===== src/hdl/pwle_pkg.sv =====
// shared types, register indexes and segment table helpers for the envelope core
package pwle_pkg;

  localparam int MAX_SEGMENTS_DEF = 8;
  localparam int FIFO_DEPTH = 2;
  localparam int FIFO_PTR_W = $clog2(FIFO_DEPTH);

  localparam logic [2:0] REG_START_GAIN   = 3'd0;
  localparam logic [2:0] REG_SEG_COUNT    = 3'd1;
  localparam logic [2:0] REG_SEGMENTS_0_1 = 3'd2;
  localparam logic [2:0] REG_SEGMENTS_2_3 = 3'd3;
  localparam logic [2:0] REG_SEGMENTS_4_5 = 3'd4;
  localparam logic [2:0] REG_SEGMENTS_6_7 = 3'd5;

  typedef struct packed {
    logic signed [15:0] sample;
    logic               last;
    logic               start;
  } item_t;

  typedef struct packed {
    logic [15:0]         start_gain;
    logic [3:0]          count;
    logic [3:0][63:0]    seg;
  } cfg_t;

  typedef enum logic [3:0] {
    ST_IDLE,
    ST_SETTLE_A,
    ST_PROD,
    ST_DIV_START,
    ST_DIV_WAIT,
    ST_MUL,
    ST_SCALE,
    ST_SETTLE_B,
    ST_EMIT
  } state_t;

  function automatic logic [15:0] seg_end(input logic [3:0][63:0] seg, input logic [2:0] k);
    logic [63:0] w;
    w = seg[k[2:1]];
    return k[0] ? w[47:32] : w[15:0];
  endfunction

  function automatic logic [15:0] seg_len(input logic [3:0][63:0] seg, input logic [2:0] k);
    logic [63:0] w;
    w = seg[k[2:1]];
    return k[0] ? w[63:48] : w[31:16];
  endfunction

endpackage


===== src/hdl/pwle_fifo.sv =====
// input queue between the accepting front and the envelope back end
module pwle_fifo (
  input  logic             clk,
  input  logic             rst,
  input  logic             in_valid,
  output logic             in_stall,
  input  pwle_pkg::item_t  wr_item,
  output logic             rd_valid,
  input  logic             rd_pop,
  output pwle_pkg::item_t  rd_item
);

  pwle_pkg::item_t mem [pwle_pkg::FIFO_DEPTH];
  logic [pwle_pkg::FIFO_PTR_W-1:0] wr_ptr;
  logic [pwle_pkg::FIFO_PTR_W-1:0] rd_ptr;
  logic [pwle_pkg::FIFO_PTR_W:0]   fill;
  logic push;
  logic pop;

  assign in_stall = (fill == (pwle_pkg::FIFO_PTR_W+1)'(pwle_pkg::FIFO_DEPTH));
  assign rd_valid = (fill != '0);
  assign push = in_valid && !in_stall;
  assign pop = rd_pop && rd_valid;
  assign rd_item = mem[rd_ptr];

  always_ff @(posedge clk) begin
    if (push) begin
      mem[wr_ptr] <= wr_item;
    end
  end

  always_ff @(posedge clk) begin
    if (rst) begin
      wr_ptr <= '0;
      rd_ptr <= '0;
      fill <= '0;
    end else begin
      if (push) begin
        wr_ptr <= (wr_ptr == pwle_pkg::FIFO_PTR_W'(pwle_pkg::FIFO_DEPTH - 1)) ? '0 : wr_ptr + 1'b1;
      end
      if (pop) begin
        rd_ptr <= (rd_ptr == pwle_pkg::FIFO_PTR_W'(pwle_pkg::FIFO_DEPTH - 1)) ? '0 : rd_ptr + 1'b1;
      end
      fill <= fill + (pwle_pkg::FIFO_PTR_W+1)'(push) - (pwle_pkg::FIFO_PTR_W+1)'(pop);
    end
  end

endmodule


===== src/hdl/pwle_div.sv =====
// bit-serial restoring divider, 32-bit dividend by 16-bit divisor
module pwle_div (
  input  logic        clk,
  input  logic        rst,
  input  logic        start,
  input  logic [31:0] dividend,
  input  logic [15:0] divisor,
  output logic        done,
  output logic [31:0] quotient
);

  logic [16:0] rem;
  logic [15:0] dvs;
  logic [5:0]  cnt;
  logic        busy;
  logic [16:0] rem_sh;
  logic        take;

  assign rem_sh = {rem[15:0], quotient[31]};
  assign take = (rem_sh >= {1'b0, dvs});

  always_ff @(posedge clk) begin
    if (start) begin
      rem <= '0;
      dvs <= divisor;
      quotient <= dividend;
    end else if (busy) begin
      rem <= take ? rem_sh - {1'b0, dvs} : rem_sh;
      quotient <= {quotient[30:0], take};
    end
  end

  always_ff @(posedge clk) begin
    if (rst) begin
      busy <= 1'b0;
      cnt <= '0;
      done <= 1'b0;
    end else begin
      done <= 1'b0;
      if (start) begin
        busy <= 1'b1;
        cnt <= 6'd32;
      end else if (busy) begin
        cnt <= cnt - 1'b1;
        if (cnt == 6'd1) begin
          busy <= 1'b0;
          done <= 1'b1;
        end
      end
    end
  end

endmodule


===== src/hdl/pwle_back.sv =====
// envelope sequencer: segment settling, gain interpolation, scaling and result register
module pwle_back #(
  parameter int MAX_SEGMENTS = pwle_pkg::MAX_SEGMENTS_DEF
) (
  input  logic               clk,
  input  logic               rst,
  input  pwle_pkg::cfg_t     cfg,
  input  logic               item_valid,
  output logic               item_pop,
  input  pwle_pkg::item_t    item,
  output logic               out_valid,
  input  logic               out_stall,
  output logic signed [15:0] sample_out,
  output logic               frame_last_out,
  output logic [15:0]        gain_now,
  output logic               envelope_done
);

  localparam logic [3:0] MaxCnt = 4'(MAX_SEGMENTS);

  pwle_pkg::state_t state, state_next;

  logic [3:0]  idx;
  logic [15:0] pos;
  logic [15:0] from;
  logic        fin;

  pwle_pkg::item_t cur;
  logic [15:0]        gain_r;
  logic signed [15:0] y_r;
  logic               d_neg;
  logic [31:0]        prod_r;
  logic [15:0]        len_r;
  logic [15:0]        end_r;
  logic signed [32:0] mprod;

  logic [3:0]  n_act;
  logic [15:0] cur_len;
  logic [15:0] cur_end;
  logic signed [16:0] d;
  logic [15:0] d_mag;
  logic        div_start;
  logic        div_done;
  logic [31:0] quo;
  logic [31:0] quo_s;
  logic signed [32:0] adj;
  logic signed [18:0] shifted;
  logic [15:0] pos_inc;
  logic        settle_break;
  logic        out_free;

  assign n_act = (cfg.count > MaxCnt) ? MaxCnt : cfg.count;
  assign cur_len = pwle_pkg::seg_len(cfg.seg, idx[2:0]);
  assign cur_end = pwle_pkg::seg_end(cfg.seg, idx[2:0]);
  assign d = $signed({1'b0, cur_end}) - $signed({1'b0, from});
  assign d_mag = d[16] ? 16'(-d) : d[15:0];
  assign quo_s = d_neg ? (~quo + 32'd1) : quo;
  assign adj = mprod + (mprod[32] ? 33'sd16383 : 33'sd0);
  assign shifted = 19'(adj >>> 14);
  assign pos_inc = pos + 16'd1;
  assign settle_break = (idx < n_act) && (cur_len != '0);
  assign out_free = !out_valid || !out_stall;

  pwle_div u_div (
    .clk      (clk),
    .rst      (rst),
    .start    (div_start),
    .dividend (prod_r),
    .divisor  (len_r),
    .done     (div_done),
    .quotient (quo)
  );

  always_comb begin
    state_next = state;
    case (state)
      pwle_pkg::ST_IDLE:      if (item_valid) state_next = pwle_pkg::ST_SETTLE_A;
      pwle_pkg::ST_SETTLE_A: begin
        if (fin) state_next = pwle_pkg::ST_EMIT;
        else if (settle_break) state_next = pwle_pkg::ST_PROD;
      end
      pwle_pkg::ST_PROD:      state_next = pwle_pkg::ST_DIV_START;
      pwle_pkg::ST_DIV_START: state_next = pwle_pkg::ST_DIV_WAIT;
      pwle_pkg::ST_DIV_WAIT:  if (div_done) state_next = pwle_pkg::ST_MUL;
      pwle_pkg::ST_MUL:       state_next = pwle_pkg::ST_SCALE;
      pwle_pkg::ST_SCALE: begin
        if (cur.last && pos_inc >= len_r) state_next = pwle_pkg::ST_SETTLE_B;
        else state_next = pwle_pkg::ST_EMIT;
      end
      pwle_pkg::ST_SETTLE_B: if (fin || settle_break) state_next = pwle_pkg::ST_EMIT;
      pwle_pkg::ST_EMIT:      if (out_free) state_next = pwle_pkg::ST_IDLE;
      default:                state_next = pwle_pkg::ST_IDLE;
    endcase
  end

  always_comb begin
    item_pop = 1'b0;
    div_start = 1'b0;
    case (state)
      pwle_pkg::ST_IDLE:      item_pop = item_valid;
      pwle_pkg::ST_DIV_START: div_start = 1'b1;
      default: begin
        item_pop = 1'b0;
        div_start = 1'b0;
      end
    endcase
  end

  always_ff @(posedge clk) begin
    if (rst) begin
      state <= pwle_pkg::ST_IDLE;
    end else begin
      state <= state_next;
    end
  end

  // envelope state
  always_ff @(posedge clk) begin
    if (rst) begin
      idx <= '0;
      pos <= '0;
      from <= '0;
      fin <= 1'b1;
    end else begin
      case (state)
        pwle_pkg::ST_IDLE: begin
          if (item_valid && item.start) begin
            idx <= '0;
            pos <= '0;
            from <= cfg.start_gain;
            fin <= 1'b0;
          end
        end
        pwle_pkg::ST_SETTLE_A, pwle_pkg::ST_SETTLE_B: begin
          if (!fin) begin
            if (idx >= n_act) begin
              fin <= 1'b1;
              pos <= '0;
            end else if (cur_len == '0) begin
              from <= cur_end;
              idx <= idx + 4'd1;
              pos <= '0;
            end
          end
        end
        pwle_pkg::ST_SCALE: begin
          if (cur.last) begin
            if (pos_inc >= len_r) begin
              from <= end_r;
              idx <= idx + 4'd1;
              pos <= '0;
            end else begin
              pos <= pos_inc;
            end
          end
        end
        default: begin
          fin <= fin;
        end
      endcase
    end
  end

  // datapath
  always_ff @(posedge clk) begin
    case (state)
      pwle_pkg::ST_IDLE: begin
        cur <= item;
        gain_r <= '0;
        y_r <= '0;
      end
      pwle_pkg::ST_PROD: begin
        d_neg <= d[16];
        prod_r <= d_mag * pos;
        len_r <= cur_len;
        end_r <= cur_end;
      end
      pwle_pkg::ST_DIV_WAIT: begin
        if (div_done) gain_r <= from + quo_s[15:0];
      end
      pwle_pkg::ST_MUL: begin
        mprod <= cur.sample * $signed({1'b0, gain_r});
      end
      pwle_pkg::ST_SCALE: begin
        if (shifted > 19'sd32767) y_r <= 16'sh7fff;
        else if (shifted < -19'sd32768) y_r <= -16'sh8000;
        else y_r <= shifted[15:0];
      end
      default: begin
        y_r <= y_r;
      end
    endcase
  end

  always_ff @(posedge clk) begin
    if (state == pwle_pkg::ST_EMIT && out_free) begin
      sample_out <= y_r;
      frame_last_out <= cur.last;
      gain_now <= gain_r;
      envelope_done <= fin && (gain_r == '0) && (y_r == '0);
    end
  end

  always_ff @(posedge clk) begin
    if (rst) begin
      out_valid <= 1'b0;
    end else if (state == pwle_pkg::ST_EMIT && out_free) begin
      out_valid <= 1'b1;
    end else if (!out_stall) begin
      out_valid <= 1'b0;
    end
  end

endmodule


===== src/hdl/piecewise_linear_envelope_core.sv =====
// top level of the piecewise linear gain envelope: config registers, input queue, back end
//
//   channel   direction  handshake              payload
//   input     in         in_valid / in_stall    sample_in, frame_last, clip_start
//   output    out        out_valid / out_stall  sample_out, frame_last_out, gain_now,
//                                               envelope_done
//   config    in         cfg_write              cfg_index, cfg_data
//
// a sample with an interpolated gain runs through the product, divide, multiply and scale
// states of the back end, the divide being the 32-step serial divider; each skipped
// segment adds a settling step and a segment end adds one more. a finished envelope
// skips the interpolation and goes from settling straight to the result register.
// a two-entry queue keeps accepting input while the back end works, until it is full.
// reset is synchronous; it restores register defaults and leaves the envelope finished.
// a full result register holds while out_stall is high; the back end waits until it is empty or not stalled.
module piecewise_linear_envelope_core #(
  parameter int MAX_SEGMENTS = pwle_pkg::MAX_SEGMENTS_DEF
) (
  input  logic               clk,
  input  logic               rst,
  input  logic               in_valid,
  output logic               in_stall,
  input  logic signed [15:0] sample_in,
  input  logic               frame_last,
  input  logic               clip_start,
  output logic               out_valid,
  input  logic               out_stall,
  output logic signed [15:0] sample_out,
  output logic               frame_last_out,
  output logic [15:0]        gain_now,
  output logic               envelope_done,
  input  logic               cfg_write,
  input  logic [2:0]         cfg_index,
  input  logic [63:0]        cfg_data
);

  pwle_pkg::cfg_t  cfg;
  pwle_pkg::item_t wr_item;
  pwle_pkg::item_t rd_item;
  logic rd_valid;
  logic rd_pop;

  always_ff @(posedge clk) begin
    if (rst) begin
      cfg.start_gain <= 16'd16384;
      cfg.count <= 4'd1;
      cfg.seg <= '0;
    end else if (cfg_write) begin
      case (cfg_index)
        pwle_pkg::REG_START_GAIN:   cfg.start_gain <= cfg_data[15:0];
        pwle_pkg::REG_SEG_COUNT:    cfg.count <= cfg_data[3:0];
        pwle_pkg::REG_SEGMENTS_0_1: cfg.seg[0] <= cfg_data;
        pwle_pkg::REG_SEGMENTS_2_3: cfg.seg[1] <= cfg_data;
        pwle_pkg::REG_SEGMENTS_4_5: cfg.seg[2] <= cfg_data;
        pwle_pkg::REG_SEGMENTS_6_7: cfg.seg[3] <= cfg_data;
        default: cfg <= cfg;
      endcase
    end
  end

  assign wr_item.sample = sample_in;
  assign wr_item.last = frame_last;
  assign wr_item.start = clip_start;

  pwle_fifo u_fifo (
    .clk      (clk),
    .rst      (rst),
    .in_valid (in_valid),
    .in_stall (in_stall),
    .wr_item  (wr_item),
    .rd_valid (rd_valid),
    .rd_pop   (rd_pop),
    .rd_item  (rd_item)
  );

  pwle_back #(
    .MAX_SEGMENTS (MAX_SEGMENTS)
  ) u_back (
    .clk            (clk),
    .rst            (rst),
    .cfg            (cfg),
    .item_valid     (rd_valid),
    .item_pop       (rd_pop),
    .item           (rd_item),
    .out_valid      (out_valid),
    .out_stall      (out_stall),
    .sample_out     (sample_out),
    .frame_last_out (frame_last_out),
    .gain_now       (gain_now),
    .envelope_done  (envelope_done)
  );

endmodule

===== config.mk =====
export PLATFORM = sky130hd
export DESIGN_NAME = piecewise_linear_envelope_core
export DESIGN_NICKNAME = d
export VERILOG_FILES = /design/src/hdl/pwle_pkg.sv /design/src/hdl/pwle_fifo.sv /design/src/hdl/pwle_div.sv /design/src/hdl/pwle_back.sv /design/src/hdl/piecewise_linear_envelope_core.sv
export SDC_FILE = /design/constraint.sdc
export NUM_CORES = 2
export LEC_CHECK = 0
export BUFFER_PORTS_ARGS = -buffer_cell sky130_fd_sc_hd__buf_2
export CELL_PAD_IN_SITES_DETAIL_PLACEMENT = 1
export CELL_PAD_IN_SITES_GLOBAL_PLACEMENT = 1
export CORE_ASPECT_RATIO = 1.1
export CORE_UTILIZATION = 45
export CTS_CLUSTER_SIZE = 16
export DETAILED_ROUTE_END_ITERATION = 6
export PLACE_DENSITY_LB_ADDON = 0.1
export SKIP_LAST_GASP = 1
export SYNTH_ARGS = -nofsm -noshare
export SYNTH_HDL_FRONTEND = slang
export SYNTH_SLANG_ARGS = --single-unit

===== constraint.sdc =====
create_clock -name clk -period 13.4 [get_ports clk]
set_input_delay 1.34 -clock clk [delete_from_list [all_inputs] [get_ports clk]]
set_output_delay 1.34 -clock clk [all_outputs]
set_load 0.01 [all_outputs]

==> metrics <==
core area 0.09886 mm²; Synth top area share 17.77%; Worst Max-Slew Pin Slew 1.325 ns; vias in the first global route 36920; sequential element share of the synthesized area 33.29%; Setup TNS 0 ns; die height 332.8 µm; Worst Clk Skew 0.02884 ns; Synth cell types 78; H-tree levels 3; clock tree buffer depth 3; period utilisation layout 80.90%; Register-to-Register Path Depth 33; Hold WS 0.4509 ns; GRT Overall Usage 26.34%; CTS buffer count 72; fin crit period 10.84 ns; Hold-fix buffers, CTS 0; most frequent cell after synthesis nand2_1; register clock-pin slew on the reported worst setup and hold paths 0.06 ns; syn nets 5623; row count 121; CP max stage delay 0.93 ns; Ys Warns 0; CTS Root Cell clkbuf_16; via count 33830; share of cells above drive strength 1 8.889%; hold depth 2; TritonCTS clock tree done; Routed WL 129600 µm; Post-CTS Setup Bufs 0; wire per inst 20.87 µm; Avg Synthesized Cell Area 9.276 µm²; number of remaining DRC errors 0; clk sinks 612; ANT nets after route 0; status finished clean; Initial Utilization 45.29%; Synth area leader edfxtp_1; Critical Path RT 13.78 ns; maxcap violations 0; Synth area leaders edfxtp_1, fa_1, dfxtp_1; ys flop type dfxtp_1; final-report hold violation count 0; # resized after CTS 0; relative max-transition margin 10.86%; CP max FO 47; crit end category flop; Worst setup SP type flop; first-pass GRT wire length 206200 µm; worst reg-to-reg setup slack 2.56 ns; fmax 92.24 MHz; Commonest cells post-synth nand2_1, inv_1, fa_1; number of port buffers 125; crit path to u_back.prod_r[30]$_DFFE_PP_; CP startpoint u_back.idx[2]$_SDFFE_PP0P_; DIE WIDTH 302.8 µm; hpwl dp 92390 µm; Post-Syn Instances 4827; slowest CP cell xnor2_1; Reg2Reg Capture Point u_back.prod_r[30]$_DFFE_PP_; Worst Path Arrival 11.22 ns; mapped cell area 0.04478 mm²; grt total ovfl 0; hold crit path type flop to flop; Worst R2R Start u_back.idx[2]$_SDFFE_PP0P_; routability cong. 0.8584; unrepaired setup endpoints after global routing no; initial antenna violation count 3; Skew-Pair Late Insertion Delay 0.65 ns; largest net degree at the start of global routing 105; path type of the worst setup path flop to flop; FF+latch count, synth 612; initial drt markers 1543; Nets 5655; area of the die 0.1008 mm²; Crit path top cell by count fa_1; Pre-antenna DRT Iters 7; Synth async-reset ratio 0%; vias per inst 5.449; I/O Pins 126; # setup viols final 0; Area Growth Syn to Fin 9.842%; fin. max-slew vios 0; Post-synth EDFFs 265
## per-layer routing
metal	global-route usage, %	routed length (µm)	vias up
met1	29.96	50770	17270
met5	0	0	-
met3	2.632	3690	235
met4	11.07	5650	0
met2	49.39	69460	501
li1	-	-	15820
## layout make-up
class,instances,area [µm²]
Multi-Input combinational cell,3400,26860
Antenna cell,1,2.502
Timing Repair Buffer,194,1154
Clock inverter,38,478.0
Tap cell,1291,1615
Sequential cell,612,14910
Inverter,579,2173
Clock buffer,93,1987
Fill cell,11270,49680
## how the worst min path moves through the flow
stage / slack (ns) / start / endpoint
floorplan: 0.42 / u_back.y_r[3]$_SDFFCE_PN0P_ / u_back.sample_out[3]$_DFFE_PP_
global placement: 0.42 / u_back.y_r[3]$_SDFFCE_PN0P_ / u_back.sample_out[3]$_DFFE_PP_
detailed placement: 0.43 / u_back.y_r[3]$_SDFFCE_PN0P_ / u_back.sample_out[3]$_DFFE_PP_
CTS: 0.45 / u_back.len_r[10]$_DFFE_PP_ / u_back.u_div.dvs[10]$_DFFE_PP_
global route: 0.46 / u_back.len_r[10]$_DFFE_PP_ / u_back.u_div.dvs[10]$_DFFE_PP_
finish: 0.45 / cfg[130]$_SDFFE_PP0P_ / cfg[130]$_SDFFE_PP0P_
## state kept, by name, summed over array words and instances (netlist names), 17 cells and up, named ones only
signal,flops
cfg,276
u_back.cur,17
u_back.mprod,33
u_back.prod_r,32
u_back.u_div.quotient,32
u_fifo.mem,36
## cells by family (layout without fill, tap and decap cells)
kind of cell / Yosys count / after routing / share of synthesized area (%)
mux: 95 / 95 / 3.960
buf+inv: 815 / 904 / 6.902
simple gates: 1735 / 1735 / 17.13
flops: 612 / 612 / 33.29
compound gates: 711 / 711 / 9.445
fa+ha+maj: 706 / 706 / 26.28
other cells: 0 / 1 / 0
xor+xnor: 153 / 153 / 2.993
## critical path, delay by kind of cell, from the launching register on
family          cells  cell delay [ns]
flops               1             0.57
xor+xnor            2             1.02
simple gates        9             1.46
buf+inv             4             0.83
fa+ha+maj           8             3.80
mux                 1             0.41
compound gates      9             2.48
## per-stage QoR
| stage | area (µm²) | cells | utilization, % | setup slack (ns) |
|---|---|---|---|---|
| global placement | 46720 | 6076 | 47.25 | 2.786 |
| global route | 49180 | 6208 | 49.75 | 1.680 |
| CTS | 49180 | 6207 | 49.75 | 2.511 |
| finish | 49180 | 6208 | 49.75 | 2.559 |
| detailed placement | 46720 | 6076 | 47.25 | 2.522 |
| floorplan | 44780 | 4827 | - | 3.066 |
## placed cells by master (no fill, tap or decap), types with 13 or more instances in the layout
cell,n
fa_1,391
nor4_1,22
o21bai_1,19
dfxtp_1,345
and3_1,32
nand2_1,1105
o31ai_1,15
nor2b_1,40
buf_4,69
a31oi_1,14
a222oi_1,16
clkbuf_16,74
inv_1,577
nand4_1,16
ha_1,315
mux2i_1,14
nand3_1,28
clkinv_2,13
xor2_1,46
nor2_1,153
nand2b_1,39
a211oi_1,29
nor3_1,42
o21a_1,21
buf_2,124
a21oi_1,387
a21o_1,30
edfxtp_1,265
xnor2_1,107
mux2_2,17
o21ai_0,107
and2_1,188
mux4_2,64
Power is left out: the tool's default activity adds up to more than one toggle a clock period on the data nets, which glitch-free logic cannot reach.
